--- src/hw/rtl/trq_pkg.sv ---
// task ready-and-time queue: shared types and constants
// operation codes, status codes, controller command and status structs
`default_nettype none

package trq_pkg;

  localparam int OP_W   = 3;
  localparam int TASK_W = 4;
  localparam int TIME_W = 32;
  localparam int MASK_W = 16;
  localparam int STAT_W = 2;

  typedef enum logic [OP_W-1:0] {
    OP_PUSH      = 3'd0,
    OP_INSERT    = 3'd1,
    OP_POP       = 3'd2,
    OP_POP_READY = 3'd3,
    OP_PEEK      = 3'd4,
    OP_COUNT     = 3'd5
  } op_t;

  localparam logic [STAT_W-1:0] ST_OK    = 2'd0;
  localparam logic [STAT_W-1:0] ST_EMPTY = 2'd1;
  localparam logic [STAT_W-1:0] ST_FULL  = 2'd2;

  typedef struct packed {
    logic cap;
    logic scan;
    logic prep_shr;
    logic shr;
    logic wnew;
    logic prep_shl;
    logic shl;
    logic dec;
    logic resp;
  } trq_cmd_t;

  typedef struct packed {
    logic scan_done;
    logic shr_done;
    logic shl_done;
    logic go_right;
    logic go_left;
  } trq_stat_t;

endpackage

`default_nettype wire

--- src/hw/rtl/trq_dpath.sv ---
// task ready-and-time queue: datapath
// entry memory, scan and shift counters, captured word and result registers; uses trq_pkg
`default_nettype none

module trq_dpath
  import trq_pkg::*;
#(
  parameter int QUEUE_DEPTH = 16,
  parameter int IDX_W       = $clog2(QUEUE_DEPTH),
  parameter int CNT_W       = $clog2(QUEUE_DEPTH + 1)
) (
  input  wire logic              clk,
  input  wire logic              rst_n,
  input  wire trq_cmd_t          cmd,
  output trq_stat_t              st,
  input  wire logic [OP_W-1:0]   in_operation,
  input  wire logic [TASK_W-1:0] in_task_id,
  input  wire logic [TIME_W-1:0] in_start_time,
  input  wire logic [MASK_W-1:0] in_ready_mask,
  input  wire logic [TIME_W-1:0] in_now_time,
  output logic                   out_found,
  output logic [TASK_W-1:0]      out_task,
  output logic [TIME_W-1:0]      out_start,
  output logic [CNT_W-1:0]       out_due_count,
  output logic [CNT_W-1:0]       out_queue_length,
  output logic [STAT_W-1:0]      out_status
);

  logic [TASK_W-1:0] mem_task [QUEUE_DEPTH];
  logic [TIME_W-1:0] mem_start [QUEUE_DEPTH];
  logic [TASK_W-1:0] rd_task_r;
  logic [TIME_W-1:0] rd_start_r;

  op_t               op_r;
  logic [TASK_W-1:0] task_r;
  logic [TIME_W-1:0] start_r;
  logic [MASK_W-1:0] ready_r;
  logic [TIME_W-1:0] now_r;
  logic              full_r;

  logic [CNT_W-1:0]  count_r, count_nxt;
  logic [CNT_W-1:0]  idx_r, idx_nxt;
  logic [CNT_W-1:0]  pidx_r, pidx_nxt;
  logic              pend_r, pend_nxt;
  logic              hit_r, hit_nxt;
  logic [CNT_W-1:0]  pos_r, pos_nxt;
  logic [CNT_W-1:0]  due_r, due_nxt;
  logic [TASK_W-1:0] res_task_r, res_task_nxt;
  logic [TIME_W-1:0] res_start_r, res_start_nxt;

  logic              is_add, is_take, need_scan, match, stop, issue;
  logic [IDX_W-1:0]  raddr, waddr;
  logic              we;
  logic [TASK_W-1:0] wtask;
  logic [TIME_W-1:0] wstart;

  assign is_add    = (op_r == OP_PUSH) || (op_r == OP_INSERT);
  assign is_take   = (op_r == OP_POP) || (op_r == OP_POP_READY) || (op_r == OP_PEEK);
  assign need_scan = (op_r == OP_INSERT) || is_take || (op_r == OP_COUNT);

  always_comb begin
    case (op_r)
      OP_INSERT:            match = start_r < rd_start_r;
      OP_POP_READY:         match = ready_r[rd_task_r];
      OP_POP, OP_PEEK:      match = 1'b1;
      default:              match = 1'b0;
    endcase
  end

  assign stop = hit_r || (pend_r && match);

  always_comb begin
    st           = '0;
    st.scan_done = !pend_r && (hit_r || (idx_r == count_r) || !need_scan);
    st.shr_done  = !pend_r && (idx_r == pos_r);
    st.shl_done  = !pend_r && (idx_r == count_r);
    st.go_right  = is_add && !full_r;
    st.go_left   = hit_r && ((op_r == OP_POP) || (op_r == OP_POP_READY));
  end

  always_comb begin
    count_nxt     = count_r;
    idx_nxt       = idx_r;
    pidx_nxt      = pidx_r;
    pend_nxt      = pend_r;
    hit_nxt       = hit_r;
    pos_nxt       = pos_r;
    due_nxt       = due_r;
    res_task_nxt  = res_task_r;
    res_start_nxt = res_start_r;
    issue         = 1'b0;
    raddr         = idx_r[IDX_W-1:0];
    we            = 1'b0;
    waddr         = pidx_r[IDX_W-1:0];
    wtask         = rd_task_r;
    wstart        = rd_start_r;

    if (cmd.cap) begin
      idx_nxt  = '0;
      pend_nxt = 1'b0;
      hit_nxt  = 1'b0;
      pos_nxt  = count_r;
      due_nxt  = '0;
    end

    if (cmd.scan) begin
      issue    = need_scan && !stop && (idx_r != count_r);
      pend_nxt = issue;
      pidx_nxt = idx_r;
      if (issue) begin
        idx_nxt = idx_r + CNT_W'(1);
      end
      if (pend_r && match && !hit_r) begin
        hit_nxt       = 1'b1;
        pos_nxt       = pidx_r;
        res_task_nxt  = rd_task_r;
        res_start_nxt = rd_start_r;
      end
      if (pend_r && (op_r == OP_COUNT) && (rd_start_r < now_r)) begin
        due_nxt = due_r + CNT_W'(1);
      end
    end

    if (cmd.prep_shr) begin
      idx_nxt  = count_r;
      pend_nxt = 1'b0;
    end

    // move entries up by one, from the tail down to the insert slot
    if (cmd.shr) begin
      issue    = idx_r != pos_r;
      pend_nxt = issue;
      pidx_nxt = idx_r;
      raddr    = IDX_W'(idx_r - CNT_W'(1));
      if (issue) begin
        idx_nxt = idx_r - CNT_W'(1);
      end
      we = pend_r;
    end

    if (cmd.wnew) begin
      we        = 1'b1;
      waddr     = pos_r[IDX_W-1:0];
      wtask     = task_r;
      wstart    = start_r;
      count_nxt = count_r + CNT_W'(1);
    end

    if (cmd.prep_shl) begin
      idx_nxt  = pos_r + CNT_W'(1);
      pend_nxt = 1'b0;
    end

    // move entries down by one over the removed slot
    if (cmd.shl) begin
      issue    = idx_r != count_r;
      pend_nxt = issue;
      pidx_nxt = idx_r - CNT_W'(1);
      if (issue) begin
        idx_nxt = idx_r + CNT_W'(1);
      end
      we = pend_r;
    end

    if (cmd.dec) begin
      count_nxt = count_r - CNT_W'(1);
    end
  end

  always_ff @(posedge clk) begin
    if (we) begin
      mem_task[waddr]  <= wtask;
      mem_start[waddr] <= wstart;
    end
    rd_task_r  <= mem_task[raddr];
    rd_start_r <= mem_start[raddr];
  end

  always_ff @(posedge clk) begin
    if (!rst_n) begin
      count_r <= '0;
      pend_r  <= 1'b0;
      hit_r   <= 1'b0;
    end else begin
      count_r <= count_nxt;
      pend_r  <= pend_nxt;
      hit_r   <= hit_nxt;
    end
  end

  always_ff @(posedge clk) begin
    idx_r       <= idx_nxt;
    pidx_r      <= pidx_nxt;
    pos_r       <= pos_nxt;
    due_r       <= due_nxt;
    res_task_r  <= res_task_nxt;
    res_start_r <= res_start_nxt;
    if (cmd.cap) begin
      op_r    <= op_t'(in_operation);
      task_r  <= in_task_id;
      start_r <= in_start_time;
      ready_r <= in_ready_mask;
      now_r   <= in_now_time;
      full_r  <= count_r == CNT_W'(QUEUE_DEPTH);
    end
  end

  always_ff @(posedge clk) begin
    if (cmd.resp) begin
      out_found        <= hit_r && is_take;
      out_task         <= (hit_r && is_take) ? res_task_r : '0;
      out_start        <= (hit_r && is_take) ? res_start_r : '0;
      out_due_count    <= (op_r == OP_COUNT) ? due_r : '0;
      out_queue_length <= count_r;
      if (is_add && full_r) begin
        out_status <= ST_FULL;
      end else if (is_take && !hit_r) begin
        out_status <= ST_EMPTY;
      end else begin
        out_status <= ST_OK;
      end
    end
  end

`ifndef NO_ASSERTIONS
  a_count_bound: assert property (@(posedge clk) disable iff (!rst_n)
    count_r <= CNT_W'(QUEUE_DEPTH))
    else $error("entry count beyond depth");

  a_one_shift: assert property (@(posedge clk) disable iff (!rst_n)
    !(st.go_right && st.go_left))
    else $error("both shift directions requested");

  a_no_write_in_scan: assert property (@(posedge clk) disable iff (!rst_n)
    cmd.scan |-> !we)
    else $error("entry write during scan");
`endif

endmodule

`default_nettype wire

--- src/hw/rtl/trq_ctrl.sv ---
// task ready-and-time queue: controller state machine
// sequences capture, scan, shifts and result load; uses trq_pkg
`default_nettype none

module trq_ctrl
  import trq_pkg::*;
(
  input  wire logic      clk,
  input  wire logic      rst_n,
  input  wire logic      in_valid,
  output logic           in_stall,
  output logic           out_valid,
  input  wire logic      out_stall,
  input  wire trq_stat_t st,
  output trq_cmd_t       cmd
);

  typedef enum logic [5:0] {
    S_IDLE = 6'b000001,
    S_SCAN = 6'b000010,
    S_SHR  = 6'b000100,
    S_WNEW = 6'b001000,
    S_SHL  = 6'b010000,
    S_RESP = 6'b100000
  } state_t;

  state_t state_r, state_nxt;
  logic   out_valid_r, out_valid_nxt;
  logic   out_free;

  assign in_stall  = state_r != S_IDLE;
  assign out_valid = out_valid_r;
  assign out_free  = !out_valid_r || !out_stall;

  always_comb begin
    state_nxt     = state_r;
    out_valid_nxt = out_valid_r && out_stall;
    cmd           = '0;
    unique case (state_r)
      S_IDLE: begin
        if (in_valid) begin
          cmd.cap   = 1'b1;
          state_nxt = S_SCAN;
        end
      end
      S_SCAN: begin
        cmd.scan = 1'b1;
        if (st.scan_done) begin
          if (st.go_right) begin
            cmd.prep_shr = 1'b1;
            state_nxt    = S_SHR;
          end else if (st.go_left) begin
            cmd.prep_shl = 1'b1;
            state_nxt    = S_SHL;
          end else begin
            state_nxt = S_RESP;
          end
        end
      end
      S_SHR: begin
        cmd.shr = 1'b1;
        if (st.shr_done) begin
          state_nxt = S_WNEW;
        end
      end
      S_WNEW: begin
        cmd.wnew  = 1'b1;
        state_nxt = S_RESP;
      end
      S_SHL: begin
        cmd.shl = 1'b1;
        if (st.shl_done) begin
          cmd.dec   = 1'b1;
          state_nxt = S_RESP;
        end
      end
      S_RESP: begin
        if (out_free) begin
          cmd.resp      = 1'b1;
          out_valid_nxt = 1'b1;
          state_nxt     = S_IDLE;
        end
      end
      default: state_nxt = S_IDLE;
    endcase
  end

  always_ff @(posedge clk) begin
    if (!rst_n) begin
      state_r     <= S_IDLE;
      out_valid_r <= 1'b0;
    end else begin
      state_r     <= state_nxt;
      out_valid_r <= out_valid_nxt;
    end
  end

`ifndef NO_ASSERTIONS
  a_accept_scan: assert property (@(posedge clk) disable iff (!rst_n)
    (in_valid && !in_stall) |=> (state_r == S_SCAN))
    else $error("accepted word did not start a scan");

  a_valid_from_resp: assert property (@(posedge clk) disable iff (!rst_n)
    $rose(out_valid_r) |-> $past(state_r == S_RESP))
    else $error("result raised outside response state");

  a_right_shift: assert property (@(posedge clk) disable iff (!rst_n)
    (state_r == S_SCAN && st.scan_done && st.go_right) |=> (state_r == S_SHR))
    else $error("add did not enter right shift");
`endif

endmodule

`default_nettype wire

--- src/hw/rtl/task_ready_and_time_queue_top.sv ---
// task ready-and-time queue: top level
// joins trq_ctrl and trq_dpath; uses trq_pkg
//
// channel   direction  handshake            payload
// in_       input      in_valid / in_stall   operation, task_id, start_time, ready_mask, now_time
// out_      output     out_valid / out_stall found, task, start, due_count, queue_length, status
//
// one word at a time: a capture step, then the scan, which reads no entry on an empty queue
// or for push, else reads entries in order and stops at the first match
// an add or remove then shifts one entry per cycle; an add then writes its new entry,
// and the result register is loaded last, where the result may wait under out_stall
// reset clears only the entry count and control state, no clearing pass
// a new word is taken while the previous result still waits under out_stall
`default_nettype none

module task_ready_and_time_queue_top
  import trq_pkg::*;
#(
  parameter int QUEUE_DEPTH = 16
) (
  input  wire logic                               clk,
  input  wire logic                               rst_n,
  input  wire logic                               in_valid,
  output logic                                    in_stall,
  input  wire logic [OP_W-1:0]                    in_operation,
  input  wire logic [TASK_W-1:0]                  in_task_id,
  input  wire logic [TIME_W-1:0]                  in_start_time,
  input  wire logic [MASK_W-1:0]                  in_ready_mask,
  input  wire logic [TIME_W-1:0]                  in_now_time,
  output logic                                    out_valid,
  input  wire logic                               out_stall,
  output logic                                    out_found,
  output logic [TASK_W-1:0]                       out_task,
  output logic [TIME_W-1:0]                       out_start,
  output logic [$clog2(QUEUE_DEPTH + 1)-1:0]      out_due_count,
  output logic [$clog2(QUEUE_DEPTH + 1)-1:0]      out_queue_length,
  output logic [STAT_W-1:0]                       out_status
);

  trq_cmd_t  cmd;
  trq_stat_t st;

  trq_ctrl u_ctrl (
    .clk       (clk),
    .rst_n     (rst_n),
    .in_valid  (in_valid),
    .in_stall  (in_stall),
    .out_valid (out_valid),
    .out_stall (out_stall),
    .st        (st),
    .cmd       (cmd)
  );

  trq_dpath #(
    .QUEUE_DEPTH (QUEUE_DEPTH)
  ) u_dpath (
    .clk              (clk),
    .rst_n            (rst_n),
    .cmd              (cmd),
    .st               (st),
    .in_operation     (in_operation),
    .in_task_id       (in_task_id),
    .in_start_time    (in_start_time),
    .in_ready_mask    (in_ready_mask),
    .in_now_time      (in_now_time),
    .out_found        (out_found),
    .out_task         (out_task),
    .out_start        (out_start),
    .out_due_count    (out_due_count),
    .out_queue_length (out_queue_length),
    .out_status       (out_status)
  );

endmodule

`default_nettype wire

--- config.mk ---
export PLATFORM = sky130hd
export DESIGN_NAME = task_ready_and_time_queue_top
export DESIGN_NICKNAME = d
export VERILOG_FILES = /design/src/hw/rtl/trq_pkg.sv /design/src/hw/rtl/trq_dpath.sv /design/src/hw/rtl/trq_ctrl.sv /design/src/hw/rtl/task_ready_and_time_queue_top.sv
export SDC_FILE = /design/constraint.sdc
export NUM_CORES = 1
export LEC_CHECK = 0
export BUFFER_PORTS_ARGS = -buffer_cell sky130_fd_sc_hd__buf_4
export CAP_MARGIN = 10
export CORE_MARGIN = 1
export CORE_UTILIZATION = 50
export DETAILED_ROUTE_END_ITERATION = 10
export GPL_TIMING_DRIVEN = 0
export PLACE_DENSITY = 0.75
export SLEW_MARGIN = 0
export SYNTH_ARGS = -nofsm -noshare
export SYNTH_HDL_FRONTEND = slang
export SYNTH_HIERARCHICAL = 1
export SYNTH_SLANG_ARGS = --single-unit
--- constraint.sdc ---
create_clock -name clk -period 5.6 [get_ports clk]
set_input_delay 0.28 -clock clk [delete_from_list [all_inputs] [get_ports clk]]
set_output_delay 0.28 -clock clk [all_outputs]
set_load 0.05 [all_outputs]
# Yosys cells after proc, flatten, opt, wreduce, memory -nomap -nowiden
# Memories as Yosys holds them, arrays and structs flattened. A register that Yosys moved wholly into a read port is not among the register bits.
# Index checks and enable logic that the tools add are counted.
[classes]
addsub = 6
order_cmp = 3
n_eq_ne = 22
muxes = 67
reduce_logical = 38
[op_table]
columns = ["cell", "count"]
rows = [
  ["$mux 5", 20],
  ["$lt 32x32->1", 2],
  ["$mux 6", 7],
  ["$pmux 6 s6", 1],
  ["$mux 32", 1],
  ["$mux 1", 31],
  ["$add 5x1->5 const B", 4],
  ["$logic_and 1x1->1", 15],
  ["$mux 4", 3],
  ["$eq 5x5->1", 2],
  ["$ne 5x5->1", 2],
  ["$sub 5x1->5 const B", 2],
  ["$logic_or 1x1->1", 9],
  ["$ne 2x2->1 const B", 4],
  ["$logic_not 1->1", 7],
  ["$eq 3x2->1 const B", 2],
  ["$eq 3x3->1 const B", 2],
  ["$eq 6x1->1 const B", 1],
  ["$eq 6x2->1 const B", 1],
  ["$eq 6x3->1 const B", 1],
  ["$eq 6x4->1 const B", 1],
  ["$eq 6x5->1 const B", 1],
  ["$eq 6x6->1 const B", 1],
  ["$ne 6x1->1 const B", 1],
  ["other kinds (14)", 15],
]
[totals]
register_bits = 207
ram_bits = 576
input_bits = 91
output_inout_bits = 51
wordCells = 161
mem_count = 2
[mem_list]
columns = ["memory", "depth", "word_bits", "rd", "rd_ports_with_merged_regs", "write_ports", "line", "source"]
rows = [
  ["u_dpath.mem_start", 16, 32, 1, 1, 1, "trq_dpath.sv:30", "logic [TIME_W-1:0] mem_start [QUEUE_DEPTH];"],
  ["u_dpath.mem_task", 16, 4, 1, 1, 1, "trq_dpath.sv:29", "logic [TASK_W-1:0] mem_task [QUEUE_DEPTH];"],
]

# Depth between registers and ports, before layout
[logic_depth]
depth_word = 17
mapped_depth = 15
depth_no_buf = 14

# Hierarchy
# The synthesis kept the hierarchy.
[by_module_without_submodules]
columns = ["mod", "n_inst", "cells_each", "area_each_um2", "seq_area_each_um2"]
rows = [
  ["trq_dpath", 1, 1631, 32024.5, 23802.8],
  ["trq_ctrl", 1, 60, 490.5, 140.1],
]

# Worst setup path after synthesis
# OpenSTA, ideal clock, no wires.
[synth_path]
path_type = "register -> register"
from = "reg u_ctrl.state_r[5]"
to = "reg u_dpath.due_r[2]"
setup_time_ps = 122
arrival_ps = 6208
required_time_ps = 5478
slack_ps = -730
stages_incl_launch_ff = 8
n_path_buf = 2
synth_period_minus_slack_ps = 6330
path_cell_list = "dfxtp_1 buf_2 nor4_2 nand3b_1 nor2_1 clkbuf_1 a21oi_1 a221o_1"
[synth_rtl]
columns = ["element", "line", "source"]
rows = [
  ["start, declared", "trq_ctrl.sv:27", "state_t state_r, state_nxt;"],
  ["start signal, assigned", "trq_ctrl.sv:93", "state_r <= state_nxt;"],
  ["end signal, assigned", "trq_dpath.sv:195", "due_r <= due_nxt;"],
  ["end, declared", "trq_dpath.sv:47", "logic [CNT_W-1:0] due_r, due_nxt;"],
]

==> metrics.txt <==
antenna viol nets, final 0; worst slew pin tran between 1 and 1.5 ns; clk sinks approximately 820; Sequential Power Share ~53%; Mean Syn Cell Area a little under 20 um^2; RSZ-0062 raised after global routing false; largest fanout on the critical path 10; RR Startpoint u_ctrl/state_r[0]$_SDFFE_PN1P_; slew margin rel. roughly 12%; Iter 0 DRT Violations around 2,200; share of cells above drive strength 1 about a quarter; sequential element share of the synthesized area between 70% and 80%; area growth from synthesis to layout 20.3%; crit path cell chain clkbuf_1 > nor4b_2 > nor3b_2 > buf_2 > nand2_1 > o21ai_2 > buf_2 > clkbuf_1 > mux4_2 > mux4_2; gr usage total 24.2%; Clk pwr share 43.8%; wire per inst 26.7 um; CP startpoint kind flop; CTS buffer count 83; Placed Instances ~2,700; P_int approximately 10 mW; fraction of registers with async set/reset 0%; critical path's slowest cell clkbuf_1; YS warnings 6; clk slew on worst S/H paths ~0.060 ns; crit path DAT around 4.9 ns; Via Count about 18,000; critical path endpoint category flop; initial antenna violation count 1; Initial Util between 50% and 60%; clk_lat worst skew ~0.64 ns; top-level I/O count ~140; fin nets between 2,000 and 2,500; Via density ~6; Crit. path cell count 10; vias in the first global route between 15,000 and 20,000; Syn Inst Count approximately 1,700; Max Freq roughly 230 MHz; Psw 2.55 mW; Worst EP required between 6 and 7 ns; number of enable flip-flop cells after synthesis about 750; H-tree depth 3; Power per Cell Area 327 nW/um^2; GRT overflow 0; largest buffer count on any clock path 3; final worst-path cycle share roughly four fifths; Yosys reg bits slightly above 800; Post-CTS Setup Bufs 0; Yosys cell types 70; gpl congestion a little over 0.9; Buf+Inv Stages, Crit Path 4; post-layout utilization of the core 60.8%; core region area roughly 64,000 um^2; hold depth 2; sw frac about a fifth; worst-case vdd ir drop ~210 uV; syn_nets between 1,500 and 2,000; Combinational Power Share about 3.3%; Residual DRC 0; Period minus WS final 4.39 ns; CP startpoint u_ctrl/state_r[0]$_SDFFE_PN1P_; CTS resizes 0; Finished Layout Cells about 3,000; worst hold start in_ready_mask[6]; global-route wire length before repair about 120,000 um; Clock Root Buffer clkbuf_16; Max Clock Skew roughly 0.042 ns; Setup TNS Final 0 ns; Final Slew Violations 0; Synth Cell Area ~33,000 um^2; P_leak 13.8 nW; Final Hold Viols 0; TritonCTS clock tree yes; Crit path max-delay family buffers and inverters; commonest non-fill, non-tap cell in the layout edfxtp_1; Antenna diodes 0; Routed WL approximately 79,000 um; Crit Path Class flop to flop; Die W between 200 and 300 um; Detailed Routing Iterations Pass 1 6; CP max stage delay roughly 0.78 ns; status completed; Rows between 90 and 100; die area 66,100 um^2; Synth Flop Type edfxtp_1; most frequent cells in the layout 754 x edfxtp_1, 182 x mux4_2, 150 x buf_4, 92 x dlygate4sd3_1, 87 x clkbuf_16; Port-buffer cells approximately 140; DP Wirelength about 48,000 um; largest net degree at the start of global routing 37; setup violators final 0; Max Cap Viol 0; cell depth of the worst flop-to-flop path 10; die height between 200 and 300 um; HP Class primary input to flop
-- layer usage --
metal	global-route usage, %	wire length [um]
met5	0	0
met4	7.67	2270
met3	5.46	7700
met2	39.9	39200
met1	32.2	30200
-- cell type report --
type,instances,area [um^2]
fillers,4327,25200
well taps,855,1070
clock buffers,120,2430
multi-input cells,717,8030
clock inverters,34,333
repair buffers,272,2640
inverters,84,315
plain buffers,71,365
flip-flops and latches,819,23900
-- per-stage QoR --
stage               hold slack [ns]  setup slack, ns  area (um^2)  power (mW)
floorplan                     0.359            0.763        32500        7.07
global placement              0.413            -1.05        34600        7.22
detailed placement            0.418             1.35        35400        7.25
CTS                           0.342             1.27        39100        12.8
global route                  0.357             1.02        39100        13.1
finish                        0.369             1.21        39100        12.8
-- timing repair --
item                       in CTS  in global routing
setup endpoints to repair       0                  0
hold endpoints to repair      101                  0
hold buffers                   92                  0
-- Yosys cell counts (all sizes together), types with 5 or more instances --
cell type	n	share of area, %
a21boi	5	0.12
a21o	13	0.30
a21oi	35	0.54
a31oi	11	0.21
and2	50	0.96
and3b	5	0.13
buf	31	0.66
clkbuf	40	0.46
dfxtp	65	4.0
edfxtp	754	70
ha	69	2.7
inv	84	0.97
mux2	7	0.24
mux2i	14	0.43
mux4	183	13
nand2	65	0.75
nand2b	8	0.15
nand3	22	0.34
nand4	14	0.27
nor2	45	0.54
nor2b	15	0.29
nor3	12	0.20
nor3b	7	0.18
nor4	6	0.18
o211ai	9	0.21
o21ai	55	0.87
xnor2	16	0.51
xor2	15	0.40
-- logic make-up after synthesis --
| family | share of synthesized area, % |
|---|---|
| buffers and inverters | 2.09 |
| AOI/OAI and AO/OA | 3.06 |
| adders and majority gates | 2.72 |
| muxes | 13.4 |
| xor gates and xnor gates | 0.916 |
| DFF | 73.6 |
| and+or+nand+nor | 4.22 |
-- worst reg2reg max path, stage by stage (launching register included) --
cell      delay (ns)
dfxtp_1         0.31
clkbuf_1        0.23
nor4b_2         0.32
nor3b_2         0.47
buf_2           0.31
nand2_1         0.09
o21ai_2         0.28
buf_2           0.46
clkbuf_1        0.78
mux4_2          0.43
mux4_2          0.55
-- final timing paths --
check,to,slack [ns]
min reg2reg,u_dpath/res_task_r[1]$_DFFE_PP_,0.43
max,u_dpath/rd_start_r[15]$_DFF_P_,1.21
max reg2reg,u_dpath/rd_start_r[15]$_DFF_P_,1.21
min,u_dpath/ready_r[6]$_DFFE_PP_,0.37
-- flip-flops by register name, summed over array words and instances, names as in the netlist, 3 cells and up --
signal / cells
u_ctrl/state_r: 6
u_dpath/count_r: 5
u_dpath/due_r: 5
u_dpath/idx_r: 5
u_dpath/mem_start: 512
u_dpath/mem_task: 64
u_dpath/now_r: 32
u_dpath/op_r: 3
u_dpath/out_due_count: 5
u_dpath/out_queue_length: 5
u_dpath/out_start: 32
u_dpath/out_task: 4
u_dpath/pidx_r: 5
u_dpath/pos_r: 5
u_dpath/rd_start_r: 32
u_dpath/rd_task_r: 4
u_dpath/ready_r: 16
u_dpath/res_start_r: 32
u_dpath/res_task_r: 4
u_dpath/start_r: 32
u_dpath/task_r: 4
-- power groups by stage --
stage | Combinational, mW | Clock (mW) | Sequential, mW
after global placement | 0.331 | 0 | 6.89
final | 0.428 | 5.60 | 6.76
after global routing | 0.463 | 5.90 | 6.76
after detailed placement | 0.368 | 0 | 6.88
after CTS | 0.422 | 5.66 | 6.75
after floorplan | 0.205 | 0 | 6.87
Note: power is estimated with default switching activity, not from simulation.
